$ cat src/hdl/afcr_pkg.sv
// ----------------------------------------------------------------------------
// API frame command receiver package
// Shared constants, types and result codes of the frame command receiver.
// ----------------------------------------------------------------------------
package afcr_pkg;

  // Number of command slots that the consumer can hold at once.
  localparam int unsigned SLOTS = 4;
  // Largest frame, in bytes, that the receiver takes without aborting.
  localparam int unsigned FRAME_BYTES = 128;

  // Width of the free slot count, wide enough to hold SLOTS itself.
  localparam int unsigned SlotW = $clog2(SLOTS + 1);

  // Reset value of the start delimiter register.
  localparam logic [7:0] StartByteReset = 8'h7E;

  // Frame positions and sizes.
  localparam logic [7:0] PosHunt      = 8'd0;
  localparam logic [7:0] PosLenHi     = 8'd1;
  localparam logic [7:0] PosLenLo     = 8'd2;
  localparam logic [7:0] PosFirstBody = 8'd3;
  localparam logic [7:0] TypePos      = 8'd15;
  localparam logic [7:0] DataPos      = 8'd16;
  localparam logic [7:0] MinDataLen   = 8'd14;
  localparam logic [8:0] ChecksumOfs  = 9'd3;
  localparam logic [9:0] FrameOvh     = 10'd4;
  localparam logic [9:0] FrameMax     = 10'(FRAME_BYTES);

  // Input word kinds.
  localparam logic KindByte    = 1'b0;
  localparam logic KindRelease = 1'b1;

  // Result event codes.
  typedef enum logic [1:0] {
    EV_DATA     = 2'd0,
    EV_ACCEPT   = 2'd1,
    EV_REJECT   = 2'd2,
    EV_OVERSIZE = 2'd3
  } afcr_event_e;

  // Slot counter control from the frame logic.
  typedef struct packed {
    logic release_slot;
    logic take_slot;
  } afcr_slot_ctl_t;

endpackage

$ cat src/hdl/afcr_in_if.sv
// ----------------------------------------------------------------------------
// Input word channel
// Carries received bytes and slot release words into the receiver.
// ----------------------------------------------------------------------------
interface afcr_in_if;
  logic       valid;
  logic       ready;
  logic       kind;
  logic [7:0] rx_byte;

  modport source (output valid, output kind, output rx_byte, input ready);
  modport sink (input valid, input kind, input rx_byte, output ready);
endinterface

$ cat src/hdl/afcr_out_if.sv
// ----------------------------------------------------------------------------
// Result word channel
// Carries command data bytes and frame closing events out of the receiver.
// ----------------------------------------------------------------------------
interface afcr_out_if;
  logic       valid;
  logic       ready;
  logic [1:0] event_res;
  logic [7:0] data_byte;
  logic [7:0] msg_type;
  logic       last;

  modport source (output valid, output event_res, output data_byte, output msg_type,
                  output last, input ready);
  modport sink (input valid, input event_res, input data_byte, input msg_type,
                input last, output ready);
endinterface

$ cat src/hdl/afcr_cfg_if.sv
// ----------------------------------------------------------------------------
// Configuration write channel
// Carries the start delimiter value into the receiver.
// ----------------------------------------------------------------------------
interface afcr_cfg_if;
  logic       valid;
  logic       ready;
  logic [7:0] data;

  modport source (output valid, output data, input ready);
  modport sink (input valid, input data, output ready);
endinterface

$ cat src/hdl/afcr_slot_counter.sv
// ----------------------------------------------------------------------------
// Command slot counter
// Counts free command slots; a release frees one, an accepted command takes one.
// ----------------------------------------------------------------------------
module afcr_slot_counter (
  input  logic                         clk_i,
  input  logic                         rst_ni,
  input  afcr_pkg::afcr_slot_ctl_t     ctl_i,
  output logic [afcr_pkg::SlotW-1:0]   free_o,
  output logic                         has_free_o
);

  logic [afcr_pkg::SlotW-1:0] free_q, free_d;

  // Release saturates at the full count; take stops at zero.
  always_comb begin
    free_d = free_q;
    if (ctl_i.release_slot && (free_q < afcr_pkg::SlotW'(afcr_pkg::SLOTS))) begin
      free_d = free_q + 1'b1;
    end else if (ctl_i.take_slot && (free_q != '0)) begin
      free_d = free_q - 1'b1;
    end
  end

  always_ff @(posedge clk_i or negedge rst_ni) begin
    if (!rst_ni) begin
      free_q <= afcr_pkg::SlotW'(afcr_pkg::SLOTS);
    end else begin
      free_q <= free_d;
    end
  end

  assign free_o     = free_q;
  assign has_free_o = (free_q != '0);

endmodule

$ cat src/hdl/api_frame_command_receiver_top.sv
// ----------------------------------------------------------------------------
// API frame command receiver
// Hunts for API frames in a received byte stream and streams command data.
// ----------------------------------------------------------------------------
// Each input word that is taken updates the frame position, length, type
// and slot count and, when it causes a result, loads the single output
// register, so a word can be accepted every cycle while the output side keeps
// up. The input stalls only while that output register holds a word that the
// sink has not taken. A frame opens with the start delimiter (cfg register,
// reset 0x7E), a zero length high byte and a length byte L; it closes on its
// checksum byte, L + 3 bytes after the start, with an accept or reject event
// carrying the type from frame byte 15. Bytes 16 up to the one before the
// checksum stream out as data unless the first of them is zero. A length
// giving more than FRAME_BYTES in all aborts at once with an oversize event.
// New frames are ignored while no command slot is free; the checksum is not
// checked.
module api_frame_command_receiver_top (
  input  logic        clk_i,
  input  logic        rst_ni,
  afcr_in_if.sink     in_i,
  afcr_out_if.source  out_o,
  afcr_cfg_if.sink    cfg_i
);

  logic [7:0] start_q;
  logic [7:0] pos_q, pos_d;
  logic [7:0] len_q, len_d;
  logic [7:0] type_q, type_d;
  logic       rej_q, rej_d;

  logic                         accept;
  logic                         res_valid;
  afcr_pkg::afcr_event_e        res_event;
  logic [7:0]                   res_data;
  logic [7:0]                   res_type;
  logic                         res_last;
  afcr_pkg::afcr_slot_ctl_t     slot_ctl;
  logic [afcr_pkg::SlotW-1:0]   free_slots;
  logic                         has_free;
  logic                         rej_next;

  logic                         out_valid_q;
  afcr_pkg::afcr_event_e        out_event_q;
  logic [7:0]                   out_data_q;
  logic [7:0]                   out_type_q;
  logic                         out_last_q;

  // Configuration: the start delimiter register, always writable.
  assign cfg_i.ready = 1'b1;

  always_ff @(posedge clk_i or negedge rst_ni) begin
    if (!rst_ni) begin
      start_q <= afcr_pkg::StartByteReset;
    end else if (cfg_i.valid) begin
      start_q <= cfg_i.data;
    end
  end

  // A word is taken whenever the output register is free or draining.
  assign in_i.ready = !out_valid_q || out_o.ready;
  assign accept     = in_i.valid && in_i.ready;

  // Frame parser: next state and the result of the current word.
  always_comb begin
    pos_d     = pos_q;
    len_d     = len_q;
    type_d    = type_q;
    rej_d     = rej_q;
    res_valid = 1'b0;
    res_event = afcr_pkg::EV_DATA;
    res_data  = '0;
    res_type  = '0;
    res_last  = 1'b0;
    slot_ctl  = '0;
    rej_next  = rej_q;

    if (in_i.kind == afcr_pkg::KindRelease) begin
      slot_ctl.release_slot = 1'b1;
    end else if (pos_q == afcr_pkg::PosHunt) begin
      if (has_free && (in_i.rx_byte == start_q)) begin
        pos_d  = afcr_pkg::PosLenHi;
        len_d  = '0;
        type_d = '0;
        rej_d  = 1'b0;
      end
    end else if (pos_q == afcr_pkg::PosLenHi) begin
      pos_d = (in_i.rx_byte == 8'd0) ? afcr_pkg::PosLenLo : afcr_pkg::PosHunt;
    end else if (pos_q == afcr_pkg::PosLenLo) begin
      len_d = in_i.rx_byte;
      if (({2'b00, in_i.rx_byte} + afcr_pkg::FrameOvh) > afcr_pkg::FrameMax) begin
        pos_d     = afcr_pkg::PosHunt;
        res_valid = 1'b1;
        res_event = afcr_pkg::EV_OVERSIZE;
        res_last  = 1'b1;
      end else begin
        pos_d = afcr_pkg::PosFirstBody;
      end
    end else if ({1'b0, pos_q} >= ({1'b0, len_q} + afcr_pkg::ChecksumOfs)) begin
      // Checksum byte closes the frame.
      pos_d     = afcr_pkg::PosHunt;
      res_valid = 1'b1;
      res_type  = type_q;
      res_last  = 1'b1;
      if (rej_q || (len_q < afcr_pkg::MinDataLen)) begin
        res_event = afcr_pkg::EV_REJECT;
      end else begin
        res_event         = afcr_pkg::EV_ACCEPT;
        slot_ctl.take_slot = 1'b1;
      end
    end else begin
      pos_d = pos_q + 8'd1;
      if (pos_q == afcr_pkg::TypePos) begin
        type_d = in_i.rx_byte;
      end else if (pos_q >= afcr_pkg::DataPos) begin
        rej_next = rej_q || ((pos_q == afcr_pkg::DataPos) && (in_i.rx_byte == 8'd0));
        rej_d    = rej_next;
        if (!rej_next) begin
          res_valid = 1'b1;
          res_event = afcr_pkg::EV_DATA;
          res_data  = in_i.rx_byte;
          res_type  = type_q;
        end
      end
    end

    // Nothing changes unless the word is actually taken.
    if (!accept) begin
      pos_d     = pos_q;
      len_d     = len_q;
      type_d    = type_q;
      rej_d     = rej_q;
      res_valid = 1'b0;
      slot_ctl  = '0;
    end
  end

  afcr_slot_counter u_slots (
    .clk_i      (clk_i),
    .rst_ni     (rst_ni),
    .ctl_i      (slot_ctl),
    .free_o     (free_slots),
    .has_free_o (has_free)
  );

  // Frame state registers.
  always_ff @(posedge clk_i or negedge rst_ni) begin
    if (!rst_ni) begin
      pos_q  <= afcr_pkg::PosHunt;
      len_q  <= '0;
      type_q <= '0;
      rej_q  <= 1'b0;
    end else begin
      pos_q  <= pos_d;
      len_q  <= len_d;
      type_q <= type_d;
      rej_q  <= rej_d;
    end
  end

  // Output register: loads a new result, clears once the sink takes it.
  always_ff @(posedge clk_i or negedge rst_ni) begin
    if (!rst_ni) begin
      out_valid_q <= 1'b0;
    end else if (res_valid) begin
      out_valid_q <= 1'b1;
    end else if (out_o.ready) begin
      out_valid_q <= 1'b0;
    end
  end

  always_ff @(posedge clk_i) begin
    if (res_valid) begin
      out_event_q <= res_event;
      out_data_q  <= res_data;
      out_type_q  <= res_type;
      out_last_q  <= res_last;
    end
  end

  assign out_o.valid     = out_valid_q;
  assign out_o.event_res = out_event_q;
  assign out_o.data_byte = out_data_q;
  assign out_o.msg_type  = out_type_q;
  assign out_o.last      = out_last_q;

  // The free slot count never goes beyond the number of slots.
  a_slots_bounded : assert property (@(posedge clk_i) disable iff (!rst_ni)
    free_slots <= afcr_pkg::SlotW'(afcr_pkg::SLOTS))
    else $error("free slot count above SLOTS");

  // A stalled result blocks any new word.
  a_stall_blocks : assert property (@(posedge clk_i) disable iff (!rst_ni)
    (out_valid_q && !out_o.ready) |-> !accept)
    else $error("word accepted while result stalled");

  // Only data words are not the last word of a frame.
  a_last_code : assert property (@(posedge clk_i) disable iff (!rst_ni)
    out_valid_q |-> (out_last_q == (out_event_q != afcr_pkg::EV_DATA)))
    else $error("last flag inconsistent with event");

  // An accepted command consumes one slot in the next cycle.
  a_take_slot : assert property (@(posedge clk_i) disable iff (!rst_ni)
    (res_valid && (res_event == afcr_pkg::EV_ACCEPT) && !slot_ctl.release_slot)
      |=> (free_slots == ($past(free_slots) - 1'b1)))
    else $error("accepted command did not take a slot");

endmodule
$ cat src/flat_wrapper.sv
// flat-port wrapper written by rule: the top's interface ports become plain ports
module api_frame_command_receiver_top_flat 
  (clk_i, rst_ni, in_i_valid, in_i_kind, in_i_rx_byte, in_i_ready, out_o_valid, out_o_event_res, out_o_data_byte, out_o_msg_type, out_o_last, out_o_ready, cfg_i_valid, cfg_i_data, cfg_i_ready);
  afcr_in_if in_i_i ();
  afcr_out_if out_o_i ();
  afcr_cfg_if cfg_i_i ();
  input  logic clk_i;
  input  logic rst_ni;
  input wire logic [$bits(in_i_i.valid)-1:0] in_i_valid;
  input wire logic [$bits(in_i_i.kind)-1:0] in_i_kind;
  input wire logic [$bits(in_i_i.rx_byte)-1:0] in_i_rx_byte;
  output wire logic [$bits(in_i_i.ready)-1:0] in_i_ready;
  output wire logic [$bits(out_o_i.valid)-1:0] out_o_valid;
  output wire logic [$bits(out_o_i.event_res)-1:0] out_o_event_res;
  output wire logic [$bits(out_o_i.data_byte)-1:0] out_o_data_byte;
  output wire logic [$bits(out_o_i.msg_type)-1:0] out_o_msg_type;
  output wire logic [$bits(out_o_i.last)-1:0] out_o_last;
  input wire logic [$bits(out_o_i.ready)-1:0] out_o_ready;
  input wire logic [$bits(cfg_i_i.valid)-1:0] cfg_i_valid;
  input wire logic [$bits(cfg_i_i.data)-1:0] cfg_i_data;
  output wire logic [$bits(cfg_i_i.ready)-1:0] cfg_i_ready;
  assign in_i_i.valid = in_i_valid;
  assign in_i_i.kind = in_i_kind;
  assign in_i_i.rx_byte = in_i_rx_byte;
  assign in_i_ready = in_i_i.ready;
  assign out_o_valid = out_o_i.valid;
  assign out_o_event_res = out_o_i.event_res;
  assign out_o_data_byte = out_o_i.data_byte;
  assign out_o_msg_type = out_o_i.msg_type;
  assign out_o_last = out_o_i.last;
  assign out_o_i.ready = out_o_ready;
  assign cfg_i_i.valid = cfg_i_valid;
  assign cfg_i_i.data = cfg_i_data;
  assign cfg_i_ready = cfg_i_i.ready;
  api_frame_command_receiver_top u_core (.clk_i(clk_i), .rst_ni(rst_ni), .in_i(in_i_i), .out_o(out_o_i), .cfg_i(cfg_i_i));
endmodule
$ cat config.mk
export PLATFORM = sky130hd
export DESIGN_NAME = api_frame_command_receiver_top_flat
export DESIGN_NICKNAME = d
export VERILOG_FILES = /design/src/hdl/afcr_pkg.sv /design/src/hdl/afcr_in_if.sv /design/src/hdl/afcr_out_if.sv /design/src/hdl/afcr_cfg_if.sv /design/src/hdl/afcr_slot_counter.sv /design/src/hdl/api_frame_command_receiver_top.sv /design/src/flat_wrapper.sv
export SDC_FILE = /design/constraint.sdc
export NUM_CORES = 1
export LEC_CHECK = 0
export ABC_AREA = 1
export BUFFER_PORTS_ARGS = -buffer_cell sky130_fd_sc_hd__buf_2
export CAP_MARGIN = 10
export CELL_PAD_IN_SITES_DETAIL_PLACEMENT = 2
export CELL_PAD_IN_SITES_GLOBAL_PLACEMENT = 2
export CORE_MARGIN = 3
export CORE_UTILIZATION = 25
export CTS_CLUSTER_SIZE = 25
export DETAILED_ROUTE_END_ITERATION = 8
export HOLD_SLACK_MARGIN = 0.12
export PLACE_DENSITY_LB_ADDON = 0.3
export SYNTH_ARGS = -nofsm -noshare
export SYNTH_HDL_FRONTEND = slang
export SYNTH_HIERARCHICAL = 1
export SYNTH_SLANG_ARGS = --single-unit
$ cat constraint.sdc
create_clock -name clk_i -period 7.7 [get_ports clk_i]
set_clock_uncertainty 0.1 [all_clocks]
set_input_delay 0.385 -clock clk_i [delete_from_list [all_inputs] [get_ports clk_i]]
set_output_delay 0.385 -clock clk_i [all_outputs]
set_load 0.005 [all_outputs]
# ---- Word level (Yosys, flattened, before mapping)
# Index checks and enable logic that the tools add are counted.
dict set report op_classes {
  addsub 5
  order_cmp 5
  n_eq_ne 10
  muxes 55
  bitwise 2
  reduce_logical 24
}
# operator n
set op_table {}
lappend op_table {{$mux W8} 18}
lappend op_table {{$mux W1} 28}
lappend op_table {{$logic_not A8 Y1} 2}
lappend op_table {{$mux W2} 7}
lappend op_table {{$gt A10 B8 Y1 const B} 1}
lappend op_table {{$reduce_bool A2 Y1} 5}
lappend op_table {{$add A8 B2 Y9 const B} 1}
lappend op_table {{$add A8 B3 Y9 const B} 1}
lappend op_table {{$ge A8 B9 Y1} 1}
lappend op_table {{$add A8 B1 Y8 const B} 1}
lappend op_table {{$eq A8 B1 Y1 const B} 1}
lappend op_table {{$eq A8 B2 Y1 const B} 1}
lappend op_table {{$eq A8 B4 Y1 const B} 1}
lappend op_table {{$eq A8 B5 Y1 const B} 1}
lappend op_table {{$eq A8 B8 Y1} 1}
lappend op_table {{$ge A8 B5 Y1 const B} 1}
lappend op_table {{$lt A8 B4 Y1 const B} 1}
lappend op_table {{$ne A2 B1 Y1 const B} 4}
lappend op_table {{$reduce_and A8 Y1} 1}
lappend op_table {{$reduce_or A8 Y1} 1}
lappend op_table {{$reduce_and A7 Y1} 1}
lappend op_table {{$mux W3} 2}
lappend op_table {{$logic_and A1 B1 Y1} 5}
lappend op_table {{$reduce_and A5 Y1} 1}
lappend op_table {{other kinds (11)} 14}
dict set report totals {
  regBits 56
  in_bits 22
  wordCells 112
}

# ---- Logic depth before layout (Yosys ltp)
dict set report logic_depth {
  word_depth 13
  depth_mapped 18
  ltp_nobuf 18
}

# ---- Hierarchy
# Netlist, hierarchy kept.
# mod instances cells_each area_each_um2 seq_area_each_um2
set modules_own_cells {}
lappend modules_own_cells {api_frame_command_receiver_top 1 349 3168.0 1428.9}
lappend modules_own_cells {afcr_slot_counter 1 25 193.9 76.3}

# ---- Worst setup path before layout
# Ideal clock, no wire load.
dict set report synth_timing {
  kind {register -> register}
  startpoint {register u_core.len_q[0]}
  endpoint {register u_core.out_data_q[0] (netlist: u_core/out_o.data_byte[0]), enable pin}
  t_arrival_ns 2.416
  required_time_ns 7.224
  slack_ns 4.808
  stages_incl_launch_ff 17
  n_path_buf 0
  period_less_slack_ns 2.892
  path_cell_list {dfrtp_1 inv_1 ha_1 nor2_4 nand3_1 xor2_1 ha_1 nand2_1 nor2_1 nand2_1 nand3_1 nand2_1 nand2_2 inv_2 nand2_2 nand2_1 nand2_1}
}
dict set report synth_via {
  elab_chain_len 8
}
# item line
set synth_lines {}
lappend synth_lines {{start: declaration} api_frame_command_receiver_top.sv:27} ;# logic [7:0] len_q, len_d;
lappend synth_lines {{start signal: assignment} api_frame_command_receiver_top.sv:154} ;# len_q <= len_d;
lappend synth_lines {{$add A8 B2 Y9} api_frame_command_receiver_top.sv:98} ;# end else if ({1'b0, pos_q} >= ({1'b0, len_q} + afcr_pkg::ChecksumOfs)) begin
lappend synth_lines {{$ge A8 B9 Y1} api_frame_command_receiver_top.sv:98}
lappend synth_lines {{$mux W1} api_frame_command_receiver_top.sv:98}
lappend synth_lines {{$mux W1} api_frame_command_receiver_top.sv:88} ;# end else if (pos_q == afcr_pkg::PosLenLo) begin
lappend synth_lines {{$mux W1} api_frame_command_receiver_top.sv:86} ;# end else if (pos_q == afcr_pkg::PosLenHi) begin
lappend synth_lines {{$mux W1} api_frame_command_receiver_top.sv:79} ;# end else if (pos_q == afcr_pkg::PosHunt) begin
lappend synth_lines {{$mux W1} api_frame_command_receiver_top.sv:77} ;# if (in_i.kind == afcr_pkg::KindRelease) begin
lappend synth_lines {{$mux W1} api_frame_command_receiver_top.sv:127} ;# if (!accept) begin
lappend synth_lines {{net u_core.res_valid} api_frame_command_receiver_top.sv:32} ;# logic res_valid;
lappend synth_lines {{end signal: assignment} api_frame_command_receiver_top.sv:174} ;# out_data_q <= res_data;
lappend synth_lines {{end: declaration} api_frame_command_receiver_top.sv:44} ;# logic [7:0] out_data_q;
# The timed path passes the listed nets, and every way through them passes these cells.
# A chain may end at the register's enable or synchronous reset.

# ---- Worst setup path after layout
# Same ends and word-level chain as after synthesis.

==> flow_results.xml <==
<?xml version="1.0" encoding="UTF-8"?>
<metrics>
  <group name="timing">
    <metric name="period_share" unit="">0.4513</metric>
    <metric name="setup_viol" unit="">0</metric>
    <metric name="worst_slew_margin_rel" unit="">0.3956</metric>
    <metric name="max_slew.worst_pin.slew" unit="ps">906.5</metric>
    <metric name="grt_setup_unrepaired" unit="">false</metric>
    <metric name="timing.setup.tns" unit="ps">0</metric>
    <metric name="timing.final.hold_violations" unit="">0</metric>
    <metric name="finalWorstPathRequiredPeriod" unit="ps">3475</metric>
    <metric name="max_freq" unit="MHz">287.7</metric>
    <metric name="timing_max_transition_violations_final" unit="">0</metric>
  </group>
  <group name="routing">
    <metric name="detailroute.via_count" unit="">2681</metric>
    <metric name="drcViolationCount" unit="">0</metric>
    <metric name="detail_route.wirelength" unit="um">9544</metric>
    <metric name="detailed_routing_iterations_pass_1" unit="">4</metric>
    <metric name="vias_cell" unit="">4.544</metric>
    <metric name="wire_per_inst" unit="um">16.18</metric>
    <metric name="drt.antenna.violating_nets" unit="">0</metric>
    <metric name="drtIter0Drc" unit="">106</metric>
  </group>
  <group name="logic_synthesis">
    <metric name="synthXorXnorAreaFrac" unit="">0.04168</metric>
    <metric name="yosys-top-cells-area" unit="">dfrtp_1, edfxtp_1, nand2_1</metric>
    <metric name="synth_common_cells" unit="">nand2_1, inv_1, nor2_1</metric>
    <metric name="synth-simple-area-share" unit="">0.2810</metric>
    <metric name="post_synth_edffs" unit="">19</metric>
    <metric name="synthArstFlopShare" unit="">0.6607</metric>
    <metric name="post-synth-top-count-cell" unit="">nand2_1</metric>
    <metric name="ys_dominant_reg_cell" unit="">dfrtp_1</metric>
    <metric name="combinational_family_with_the_most_area_after_synthesis" unit="">simple AND/OR/NAND/NOR gates</metric>
    <metric name="synth_area_per_cell" unit="um^2">8.989</metric>
    <metric name="post-synth-top-area-cell" unit="">dfrtp_1</metric>
    <metric name="ys_ff_latch" unit="">56</metric>
    <metric name="seq_area_frac_synth" unit="">0.4477</metric>
    <metric name="yosysWarningCount" unit="">6</metric>
    <metric name="post_synth_instance_area" unit="um^2">3362</metric>
    <metric name="synthMuxAreaShare" unit="">0.02010</metric>
    <metric name="yosys.area_share.adder" unit="">0.05434</metric>
    <metric name="post_synth_inst_count" unit="">374</metric>
    <metric name="synth_top_cell_area_share" unit="">0.2233</metric>
    <metric name="total_nets_after_synthesis" unit="">410</metric>
    <metric name="synth_compound_area_frac" unit="">0.07815</metric>
    <metric name="post_synth_num_cell_types" unit="">40</metric>
  </group>
  <group name="critical_path">
    <metric name="timing.critical_path.arrival" unit="ps">3220</metric>
    <metric name="worstPathMaxFanout" unit="">19</metric>
    <metric name="worst-r2r-cell-count" unit="">16</metric>
    <metric name="r2r-start" unit="">u_core/len_q[0]</metric>
    <metric name="cp-endpoint" unit="">u_core/out_o.data_byte[0]</metric>
    <metric name="worstSetupEndpointType" unit="">flip-flop</metric>
    <metric name="worst_r2r_endpoint" unit="">u_core/out_o.data_byte[0]</metric>
    <metric name="startpoint_type" unit="">flip-flop</metric>
    <metric name="worst-r2r-setup-slack" unit="ps">4220</metric>
    <metric name="critical_path_buf_inv_count" unit="">2</metric>
    <metric name="timing.critical_path.slowest_cell_delay" unit="ps">520</metric>
    <metric name="setup.worst_path.start" unit="">u_core/len_q[0]</metric>
    <metric name="crit_path_cell_trace" unit="">inv_1 -&gt; ha_1 -&gt; nor2_4 -&gt; nand3_1 -&gt; xor2_1 -&gt; ha_1 -&gt; nand2_1 -&gt; nand2_1 -&gt; nand2_1 -&gt; nand3_1 -&gt; nand2_1 -&gt; nand2_2 -&gt; inv_2 -&gt; nand2_2 -&gt; nand2_1 -&gt; nand2_1</metric>
    <metric name="critical_path.slowest_cell" unit="">nand2_1</metric>
    <metric name="cp.depth" unit="">16</metric>
    <metric name="timing.critical_path.max_delay_family" unit="">simple AND/OR/NAND/NOR gates</metric>
    <metric name="setup.worst_path.class" unit="">reg2reg</metric>
    <metric name="worst-endpoint-required" unit="ps">7440</metric>
    <metric name="cp_common_cell" unit="">nand2_1</metric>
  </group>
  <group name="floorplanning">
    <metric name="dieArea" unit="um^2">14880</metric>
    <metric name="die-width" unit="um">122.0</metric>
    <metric name="floorplan.die.height" unit="um">122.0</metric>
    <metric name="initial_util" unit="">0.2611</metric>
    <metric name="row_count" unit="">41</metric>
    <metric name="core_region_area" unit="um^2">12880</metric>
    <metric name="io_pins" unit="">44</metric>
  </group>
  <group name="cells_and_area">
    <metric name="syn_to_final_growth" unit="%">16.67</metric>
    <metric name="finish.instance_area" unit="um^2">3923</metric>
    <metric name="ff_latch_area" unit="um^2">1505</metric>
    <metric name="final_nets" unit="">453</metric>
    <metric name="post_layout_nonfiller_instances" unit="">590</metric>
    <metric name="layout-drive-gt1-share" unit="">0.2727</metric>
    <metric name="final.fill_count" unit="">1466</metric>
    <metric name="multi_input_comb_area" unit="um^2">1602</metric>
    <metric name="n_antenna_cell" unit="">0</metric>
  </group>
  <group name="placement">
    <metric name="detailedPlacementHpwl" unit="um">7520</metric>
    <metric name="port_buffers" unit="">42</metric>
    <metric name="routabilityCongestion" unit="">0.7320</metric>
    <metric name="place.detailed.instances" unit="">582</metric>
    <metric name="placedInstanceArea" unit="um^2">3734</metric>
  </group>
  <group name="cts">
    <metric name="clock_sinks" unit="">56</metric>
    <metric name="cts_resized" unit="">0</metric>
    <metric name="tritoncts.num_buffers" unit="">5</metric>
    <metric name="cts-htree-levels" unit="">2</metric>
    <metric name="clkTransAtPathRegs" unit="ps">70</metric>
    <metric name="holdBufCountCts" unit="">0</metric>
    <metric name="clock_root_cell" unit="">clkbuf_16</metric>
    <metric name="cts_tree" unit="">done</metric>
    <metric name="worst_skew_pair.late_latency" unit="ps">300</metric>
    <metric name="number_of_buffers_added_for_setup_after_cts" unit="">0</metric>
    <metric name="cts_max_path_buffers" unit="">2</metric>
  </group>
  <group name="global_routing">
    <metric name="globalRoute.totalOverflow" unit="">0</metric>
    <metric name="grt_first_pass_wirelength" unit="um">15810</metric>
    <metric name="grt_util_all_layers" unit="">0.1363</metric>
    <metric name="maximum_number_of_pins_on_one_net_before_global_route_repair" unit="">38</metric>
    <metric name="antenna_violations_before_repair" unit="">0</metric>
    <metric name="first_global_vias" unit="">3010</metric>
  </group>
  <group name="power_and_ir_drop">
    <metric name="p_sw_frac" unit="">0.4879</metric>
    <metric name="power_frac_clock" unit="">0.172</metric>
    <metric name="pwr-share-comb" unit="">0.544</metric>
    <metric name="p_leak" unit="nW">1.849</metric>
    <metric name="power.ir.vdd_worst" unit="mV">0.1175</metric>
    <metric name="p_int" unit="mW">0.8802</metric>
    <metric name="total_switching_power" unit="mW">0.8388</metric>
    <metric name="power-per-cell-area" unit="nW/um^2">438.2</metric>
    <metric name="p_seq_frac" unit="">0.284</metric>
  </group>
  <group name="worst_hold_path">
    <metric name="hold_path_class" unit="">in2async</metric>
  </group>
  <group name="job">
    <metric name="drv_cap" unit="">0</metric>
  </group>
  <group name="outcome">
    <metric name="status" unit="">finished clean</metric>
  </group>
</metrics>
[area by class of cell]
class                           count  area share
Timing Repair Buffer               42     0.05359
Clock inverter                      2     0.01531
Clock buffer                        6     0.03285
Inverter                           51     0.05136
Sequential cell                    56      0.3837
Multi-Input combinational cell    261      0.4083
Tap cell                          172     0.05486
[power groups by stage]
stage	registers [mW]	clock network, mW	logic [mW]
floorplan	0.473	0	0.709
global placement	0.491	0	0.910
detailed placement	0.497	0	0.944
CTS	0.492	0.307	0.953
global route	0.505	0.315	1.05
finish	0.489	0.295	0.935
[how the worst min path moves through the flow]
| stage | startpoint | endpoint | slack, ps | cells past startpoint |
|---|---|---|---|---|
| 5_1_grt | rst_ni | u_core/pos_q[3] | 180 | 1 |
| 6_report | rst_ni | u_core/pos_q[3] | 110 | 1 |
| 3_3_place_gp | u_core/type_q[1] | u_core/type_q[1] | 370 | 2 |
| 4_1_cts | rst_ni | u_core/pos_q[3] | 140 | 1 |
| 3_5_place_dp | u_core/type_q[3] | u_core/type_q[3] | 370 | 2 |
| 2_1_floorplan | rst_ni | u_core/len_q[0] | -10 | 0 |
[cell families (layout without fill, tap and decap cells)]
logic type      Yosys count  count (layout)
compound gates           39              39
xor+xnor                 16              16
fa+ha+maj                14              14
buf+inv                  57             101
flops                    56              56
mux                       6               6
other cells               1               1
simple gates            185             185
[per-layer routing]
layer | GRT usage | routed length, um | up-vias | share of wire
met2 | 0.2407 | 4910 | 35 | 0.51
met3 | 0.02228 | 244 | 11 | 0.026
li1 | - | - | 1291 | -
met4 | 0.03852 | 148 | 0 | 0.016
met1 | 0.1716 | 4241 | 1344 | 0.44
met5 | 0 | 0 | - | 0
[metrics by stage]
stage | hold WS [ps] | power (mW) | util | setup WS (ps)
2_1_floorplan | -10.59 | 1.182 | - | 4808
5_1_grt | 176.9 | 1.872 | 0.3046 | 3839
3_5_place_dp | 372.8 | 1.441 | 0.2900 | 4242
3_3_place_gp | 367.4 | 1.402 | 0.2900 | 4397
4_1_cts | 141.0 | 1.752 | 0.3046 | 4202
6_report | 112.5 | 1.719 | 0.3046 | 4225
[placed cells by master (no fill, tap or decap), drive strengths merged]
master,instances
a21oi,7
dfstp,7
or2,1
o22ai,2
edfxtp,19
o21ai,28
fa,1
nand3,34
buf,42
nor3,5
xnor2,6
mux2,6
conb,1
nand2,100
nand4,7
inv,51
nor2,38
a21boi,1
dfrtp,30
xor2,10
ha,13
bufinv,2
clkbuf,6
o21bai,1
[flip-flops by register name, indices dropped and copies added, names as in the netlist]
register                cells
u_core/len_q                8
u_core/out_o.data_byte      8
u_core/out_o.event_res      2
u_core/out_o.last           1
u_core/out_o.msg_type       8
u_core/out_o.valid          1
u_core/pos_q                8
u_core/rej_q                1
u_core/start_q              8
u_core/type_q               8
u_core/u_slots/free_o       3
[worst register-to-register path: stages, from the launching register on]
cell and delay [ps]:
dfrtp_1 360, inv_1 80, ha_1 260, nor2_4 170, nand3_1 100, xor2_1 160
ha_1 320, nand2_1 90, nand2_1 60, nand2_1 70, nand3_1 80, nand2_1 100
nand2_2 90, inv_2 170, nand2_2 170, nand2_1 130, nand2_1 520
Note: power is estimated with default switching activity, not from simulation.
